$ cat config.mk
export PLATFORM = sky130hd
export DESIGN_NAME = kehtn_ram
export DESIGN_NICKNAME = d
export VERILOG_FILES = /design/src/sv/kehtn_ram.sv
export SDC_FILE = /design/constraint.sdc
export NUM_CORES = 1
export LEC_CHECK = 0
export BUFFER_PORTS_ARGS = -buffer_cell sky130_fd_sc_hd__buf_2
export CAP_MARGIN = 25
export CELL_PAD_IN_SITES_DETAIL_PLACEMENT = 1
export CELL_PAD_IN_SITES_GLOBAL_PLACEMENT = 1
export CORE_MARGIN = 8
export CORE_UTILIZATION = 53
export CTS_CLUSTER_SIZE = 20
export DETAILED_ROUTE_END_ITERATION = 7
export PLACE_DENSITY_LB_ADDON = 0.25
export SLEW_MARGIN = 10
export SYNTH_ARGS = -nofsm -noshare
export SYNTH_HDL_FRONTEND = slang
export SYNTH_SLANG_ARGS = --single-unit
$ cat constraint.sdc
create_clock -name clk -period 2.45 [get_ports clk]
set_input_delay 0.49 -clock clk [delete_from_list [all_inputs] [get_ports clk]]
set_output_delay 0.49 -clock clk [all_outputs]
set_load 0.005 [all_outputs]
$ cat src/sv/kehtn_ram.sv
module kehtn_ram #(
	parameter int WIDTH = 8,
	parameter int DEPTH = 16
) (
	input  logic                     clk,
	input  logic                     we,
	input  logic [$clog2(DEPTH)-1:0] waddr,
	input  logic [WIDTH-1:0]         wdata,
	input  logic [$clog2(DEPTH)-1:0] raddr,
	output logic [WIDTH-1:0]         rdata
);
	logic [WIDTH-1:0] mem [DEPTH];

	always_ff @(posedge clk) begin
		if (we) begin
			mem[waddr] <= wdata;
		end
		rdata <= mem[raddr];
	end
endmodule

==> summary.md, run 1 <==
| Metric | Value |
|---|---|
| Finished Layout Cells | 430 |
| Pint | 4.76 mW |
| Via count | 2546 |
| Hold/Removal Path Class | in2reg |
| Synthesized cell area | 0.00515 mm2 |
| Vias in the first global route | 2768 |
| Pre-antenna DRT Iters | 4 |
| Slew margin rel. | 69.7% |
| Setup Viol. Count Final | 0 |
| Min cycle time layout | 1.56 ns |
| DRC viols | 0 |
| Global Route Usage Sum | 19.6% |
| Leakage | 2.14 nW |
| Area grow syn2layout | 20.8% |
| CTS tree | done |
| Final WL | 11800 um |
| Grt met1 use | 24.6% |
| Post-synth ARST share | 0% |
| Post-Place Cell Area | 0.00552 mm2 |
| Fmax | 0.642 GHz |
| Power per Cell Area | 940 mW/mm2 |
| Worst IR Drop VDD | 0.000538 V |
| Slew Limit Fails | 0 |
| Area of the multi-input gates | 0.00106 mm2 |
| Post-CTS Setup Repair Bufs | 0 |
| Routed length per instance | around 27 um |
| First-pass GRT wire length | 17600 um |
| Unrepaired setup endpoints after global routing | no |
| Max FO, Critical Path | 32 |
| Post-layout net count | 302 |
| Clock share of power | 50.9% |
| Syn nets | 247 |
| Clk_skew | 0.00345 ns |
| Net switching fraction of the power | 18.6% |
| Critical-path cell list | buf_2 > buf_12 > mux4_1 > a22oi_1 > nand2_1 |
| Initial antenna violation count | 0 |
| CP required | 2.84 ns |
| Clock insertion delay at the later pin of the skew report | about 0.52 ns |
| Met3 GRT Util | about 5.6% |
| Hold Slack | 0.359 ns |
| Syn Inst Count | 229 |
| Die height | 115 um |
| Horiz. Die Dim | 115 um |
| GR Layer Usage met2 | roughly a third |
| Outcome | finished, final reports clean |
| CP Class | in2reg |
| Final Worst Setup Slack | 0.891 ns |
| Max stage delay on crit path | between 0.5 and 0.6 ns |
| Sum of net half-perimeters after detailed placement | 7170 um |
| Yosys cell types | 19 |
| Clk pin slew, worst setup/hold paths | around 0.06 ns |
| EDFF count, synth | between 100 and 150 |
| CTS sink count | approximately 140 |
| Antenna-violating nets left | 0 |
| Power Total | around 5.8 mW |
| Net Switching | 1.09 mW |
| Maximum buffer depth of the clock tree | 2 |
| Synth top area share | 74.7% |
| Effective utilization at floorplan | 53.7% |
| Syn_area_per_cell | 22.5 um2 |
| DR vias/cell | around 6 |
| Total grt overflow | 0 |
| Rows | 36 |
| Layer with the highest usage | met2 |
| Die area | between 0.01 and 0.015 mm2 |
| Routability cong. | slightly above 0.7 |
| Reg power frac | between 40% and 50% |
| Largest net degree at the start of global routing | 33 |
| Pre-CTS setup slack | 0.373 ns |
| H-tree Lvls | 4 |
| N_diodes | 0 |
| Placed Cells | between 300 and 400 |
| Startpoint types | input port |
| Fin crit share | between 60% and 70% |
| Num CTS Buffers | 17 |
| Max-Cap Viols | 0 |
| Sequential cell area | 0.00400 mm2 |
| Final core utilization | 64.8% |
| Largest cells by area after synthesis | edfxtp_1 (75%), mux4_2 (7.9%), mux4_1 (7.1%), dfxtp_1 (3.1%), a22oi_1 (2.3%) |
| Synth warn | 0 |
| Final non-filler cell area | about 0.0062 mm2 |
| Prevailing post-synth register cell | edfxtp_1 |
| Post-cts sizing count | 0 |
| Clock root buffer | clkbuf_8 |
| Worst Tran Pin Value | about 0.45 ns |
| Number of fillers in the final layout | 783 |
| Synth area leader | edfxtp_1 |
| Crit-path slowest cell | mux4_1 |
| Flip-flop and latch count after synthesis | 136 |
| PortBufs | 25 |
| Crit path DAT | 1.95 ns |
| Endpoint class of the critical path | flop |
| Fin Setup TNS | 0 ns |
| Part of the power in combinational logic | 4.2% |
| I/O pins | 26 |
| Hold buffer count at cts | 0 |
| Share of cells above drive strength 1 | 31.6% |
| Starting DRT DRC Count | 237 |
| Final Hold Fails | 0 |
| Sequential area share after synthesis | between 70 and 80% |
| Core area | roughly 0.0096 mm2 |
==> per-layer routing <==
metal / wire (um) / vias to the layer above / part of all wire [%]
li1: - / 1084 / -
met1: 5030 / 1354 / 43
met2: 5870 / 89 / 50
met3: 668 / 19 / 5.7
met4: 206 / 0 / 1.7
met5: 0 / - / 0
==> kinds of logic after synthesis <==
family | share of synthesized area [%]
simple gates | 3.18
flops | 77.8
mux | 15.0
compound gates | 2.33
buf+inv | 1.68
==> final timing paths <==
path / startpoint / end / slack (ns) / cells past startpoint
max: raddr[0] / rdata[4] / 0.89 / 5
min: wdata[3] / mem[15][3] / 0.36 / 1
max reg2reg: mem[9][4] / rdata[4] / 0.96 / 3
min reg2reg: mem[12][6] / rdata[6] / 0.68 / 3
==> power by group through the flow <==
stage | combinational [mW] | sequential (mW) | clock [mW]
CTS | 0.248 | 2.62 | 3.01
global route | 0.263 | 2.63 | 3.10
detailed placement | 0.246 | 2.67 | 0
finish | 0.246 | 2.62 | 2.98
floorplan | 0.132 | 2.66 | 0
global placement | 0.236 | 2.66 | 0
==> worst max-delay path, delay by kind of cell <==
kind            cells  cell delay [ns]
simple gates        1             0.11
buf+inv             2             0.38
compound gates      1             0.37
mux                 1             0.59
==> cells in the mapped netlist, types with 2 or more instances <==
library cell and instances:
dfxtp_1 8, nand2_1 9, buf_6 3, nand3b_1 2
mux4_1 14, clkdlybuf4s25_2 3, nand2b_1 2, nor3_1 4
a22oi_1 16, buf_2 3, edfxtp_1 128, mux4_2 18
nor2_1 13
==> cell type report <==
type | instances | share of cell area (%)
clock inverter | 15 | 4.49
clock buffer | 17 | 6.66
timing repair buffer | 46 | 4.75
sequential | 136 | 64.4
multi-input combinational | 83 | 17.0
tap | 133 | 2.68
==> sequential cells by signal, summed over array words and instances, names as in the netlist <==
register and cells:
mem 128, rdata 8
==> placed cells by master (no fill, tap or decap), types with 2 or more instances in the layout <==
cell / count
nand2b_1: 2
edfxtp_1: 128
nor3_1: 4
a22oi_1: 16
clkbuf_16: 16
clkinvlp_4: 3
nor2_1: 13
buf_2: 25
mux4_2: 18
bufinv_16: 8
nand3b_1: 2
mux4_1: 14
dfxtp_1: 8
nand2_1: 9
buf_4: 20
clkinv_1: 3
Power figures use the tool's default switching activity.
==> run 2, diff against run 1 <==
--- a/config.mk
+++ b/config.mk
@@ -5,12 +5,13 @@
 export SDC_FILE = /design/constraint.sdc
 export NUM_CORES = 1
 export LEC_CHECK = 0
+export ABC_AREA = 1
 export BUFFER_PORTS_ARGS = -buffer_cell sky130_fd_sc_hd__buf_2
 export CAP_MARGIN = 25
 export CELL_PAD_IN_SITES_DETAIL_PLACEMENT = 1
 export CELL_PAD_IN_SITES_GLOBAL_PLACEMENT = 1
 export CORE_MARGIN = 8
-export CORE_UTILIZATION = 53
+export CORE_UTILIZATION = 49
 export CTS_CLUSTER_SIZE = 20
 export DETAILED_ROUTE_END_ITERATION = 7
 export PLACE_DENSITY_LB_ADDON = 0.25
==> constraint.sdc (replaced) <==
create_clock -name clk -period 1.5 [get_ports clk]
set_input_delay 0.3 -clock clk [delete_from_list [all_inputs] [get_ports clk]]
set_output_delay 0.3 -clock clk [all_outputs]
set_load 0.005 [all_outputs]
==> run 2 against run 1 <==
Against the previous run:
- clock power rose by 50%
- register-to-register slack worse by 0.54 ns
- core utilization down 5.6 points
- critical path depth is 4 lower
- hold slack got worse by 0.10 ns
- global-route usage is 1.4 points higher
- sequential share of layout area down 5.4 points
- via count is 55% higher
- first-iteration DRC count is 55% higher
- sequential cell count unchanged
- critical path type is now reg2out
- clock-buffer cell count rose by 6
==> summary.md, run 2 <==
| Metric | Value |
|---|---|
| Flip-flop and latch count after synthesis | 136 (unchanged) |
| I/O pins | 26 (unchanged) |
| Min cycle time layout | ~1.2 ns |
| Pint | 7.41 mW (+56%) |
| Clock insertion delay at the later pin of the skew report | 0.41 ns (-0.11 ns) |
| Finished Layout Cells | 753 (+75%) |
| Largest register FFs | 128 (unchanged) |
| N_diodes | 0 (unchanged) |
| Clock root buffer | clkbuf_16 |
| DRC viols | 0 (unchanged) |
| Die height | 124 um (+8.7%) |
| FF-to-FF path depth | 6 (+3) |
| Worst Tran Pin Value | 0.401 ns (-0.0535 ns) |
| H-tree Lvls | 4 (unchanged) |
| Unrepaired setup endpoints after global routing | no |
| Final Hold Fails | 0 (unchanged) |
| Outcome | finished, final reports clean |
| Pre-antenna DRT Iters | 5 (+1) |
| Fmax | between 0.8 and 0.9 GHz |
| Syn nets | 569 (+130%) |
| Crit path DAT | 0.90 ns (-1.05 ns) |
| Post-cts sizing count | 0 (unchanged) |
| Fin crit share | 80.1% |
| Largest net degree at the start of global routing | 44 (+33%) |
| Met3 GRT Util | 4.00% (-1.6 points) |
| Reg2reg start | mem[15][5] |
| CTS sink count | 136 (unchanged) |
| Starting DRT DRC Count | 367 (+55%) |
| GR Layer Usage met2 | 34.7% (+3.1 points) |
| Leakage | 2.99 nW (+40%) |
| Max stage delay on crit path | 0.36 ns (-0.23 ns) |
| Synth top area share | 66.7% (-8.0 points) |
| Most frequent cells in the layout | nand2_1 (173), edfxtp_1 (128), inv_1 (100) |
| Cell with the most instances after synthesis | nand2_1 |
| Worst IR Drop VDD | 0.000756 V (+41%) |
| Antenna-violating nets left | 0 (unchanged) |
| Sum of net half-perimeters after detailed placement | 9790 um (+36%) |
| Synth top cells by count | nand2_1 (173), edfxtp_1 (128), inv_1 (100) |
| Vias in the first global route | 4355 (+57%) |
| CP required | 1.20 ns (-1.64 ns) |
| Routability cong. | 0.795 (+12%) |
| Post-layout net count | 615 (+100%) |
| Hold buffer count at cts | 0 (unchanged) |
| CTS tree | done |
| Logic depth of the worst path, buffers included | 1 (-4) |
| DR vias/cell | 5.23 (-12%) |
| Die area | 0.0155 mm2 (+18%) |
| Critical-path cell list | buf_2 |
| Fin Setup TNS | 0 ns (unchanged) |
| Rows | 39 (+8.3%) |
| Startpoint types | flop |
| Reg power frac | 45.9% (+1.0 points) |
| Reg with most FFs | mem |
| Hold/Removal Path Class | in2reg |
| Net switching fraction of the power | 20.5% (+1.9 points) |
| Via count | 3939 (+55%) |
| Placed Cells | 721 (+81%) |
| Hold Slack | 0.259 ns (-0.0999 ns) |
| Largest cells by area after synthesis | edfxtp_1 (67%), nand2_1 (11%), nand3_1 (8.4%), inv_1 (6.5%), dfxtp_1 (2.8%) |
| First-pass GRT wire length | 24900 um (+42%) |
| Slew Limit Fails | 0 (unchanged) |
| PortBufs | 25 (unchanged) |
| Power Total | 9.32 mW (+59%) |
| Part of the power in combinational logic | 6.0% (+1.8 points) |
| Max-Cap Viols | 0 (unchanged) |
| Clock share of power | 48.1% (-2.8 points) |
| Area grow syn2layout | 17.7% |
| Grt met1 use | 26.7% (+2.2 points) |
| Synthesized cell area | 0.00577 mm2 (+12%) |
| Syn Inst Count | 551 (+140%) |
| Num CTS Buffers | 17 (unchanged) |
| Power per Cell Area | 1370 mW/mm2 (+46%) |
| Leading cell type in the layout, fill and taps excluded | nand2_1 |
| Crit-path slowest cell | dfxtp_1 |
| Max FO, Critical Path | 1 (-97%) |
| Sequential area share after synthesis | 69.4% (-8.4 points) |
| Final WL | 15600 um (+33%) |
| Net Switching | 1.91 mW (+76%) |
| Yosys cell types | 12 (-7) |
| Syn_area_per_cell | 10.5 um2 (-53%) |
| CP delay by family, top | flip-flops |
| Setup Viol. Count Final | 0 (unchanged) |
| Layer with the highest usage | met2 |
| Prevailing post-synth register cell | edfxtp_1 |
| FF-to-FF End | rdata[5] |
| WP buf/inv | 1 (-1) |
| Reg-to-reg slack, setup | 0.42 ns (-0.54 ns) |
| Core area | 0.0115 mm2 (+20%) |
| Post-CTS Setup Repair Bufs | 0 (unchanged) |
| Routed length per instance | 20.8 um (-24%) |
| Initial antenna violation count | 0 (unchanged) |
| Horiz. Die Dim | 124 um (+8.7%) |
| EDFF count, synth | 128 (unchanged) |
| Clk pin slew, worst setup/hold paths | 0.05 ns (about the same) |
| Setup crit end | rdata[6] |
| CP Class | reg2out |
| Largest regs | mem: 128 flops, rdata: 8 flops |
| Clk_skew | 0.00688 ns (+0.00342 ns) |
| Effective utilization at floorplan | 50.3% (-3.4 points) |
| Global Route Usage Sum | 21.0% (+1.4 points) |
| Synth warn | 0 (unchanged) |
| Post-synth ARST share | 0% (unchanged) |
| Maximum buffer depth of the clock tree | 2 (unchanged) |
| Endpoint class of the critical path | output port |
| CP startpoint | rdata[6] |
| Share of cells above drive strength 1 | 13.4% (-18 points) |
| Synth area leader | edfxtp_1 |
| Total grt overflow | 0 (unchanged) |
| Slew margin rel. | 73.2% (+3.6 points) |
[run 2: changes by cell type after synthesis, moves of 4 or more]
| cell | delta |
|---|---|
| inv_1 | +100 |
| nand2_1 | +164 |
| nor2_1 | +4 |
| mux4_1 | -14 |
| a22oi_1 | -16 |
| buf_2 | +10 |
| mux4_2 | -18 |
| nor3_1 | -4 |
| nand3_1 | +96 |
[run 2: worst min path at each step]
stage          startpoint        end  cells after the start
4_1_cts          raddr[3]   rdata[2]                      3
3_3_place_gp    mem[2][4]   rdata[4]                      6
2_1_floorplan    wdata[0]  mem[0][0]                      0
6_report         raddr[3]   rdata[2]                      3
5_1_grt          raddr[3]   rdata[2]                      3
3_5_place_dp   mem[12][2]   rdata[2]                      6
[run 2: area by class of cell]
class                   instances  area, um2
multi-input cells             289       1210
inverters                     102        383
repair buffers                 51        370
clock inverters                 9        143
well taps                     143        179
fillers                      1214       4680
flip-flops and latches        136       4000
clock buffers                  23        498
[run 2: per-stage QoR]
stage	instance area (um2)	setup slack, ns	util [%]
floorplan	5770	0.249	-
global placement	6150	0.154	53.6
detailed placement	6150	0.0912	53.6
CTS	6790	0.279	59.2
global route	6790	0.275	59.2
finish	6790	0.299	59.2
[run 2: layer usage]
metal,part of all wire [%],wire length (um)
met4,1.6,245
met5,0,0
met3,5.1,795
met1,43,6760
met2,50,7840
[run 2: cells by family after synthesis]
group                  Yosys count  share of synthesized area (%)
buffers and inverters          126                           9.52
and+or+nand+nor                289                           21.0
DFF                            136                           69.4
[run 2: power by group through the flow]
stage                     Combinational (mW)  Sequential [mW]  Clock [mW]
after CTS                              0.565             4.28        4.54
after detailed placement               0.555             4.36           0
after floorplan                        0.300             4.35           0
after global routing                   0.619             4.28        4.68
after global placement                 0.531             4.35           0
final                                  0.558             4.28        4.48
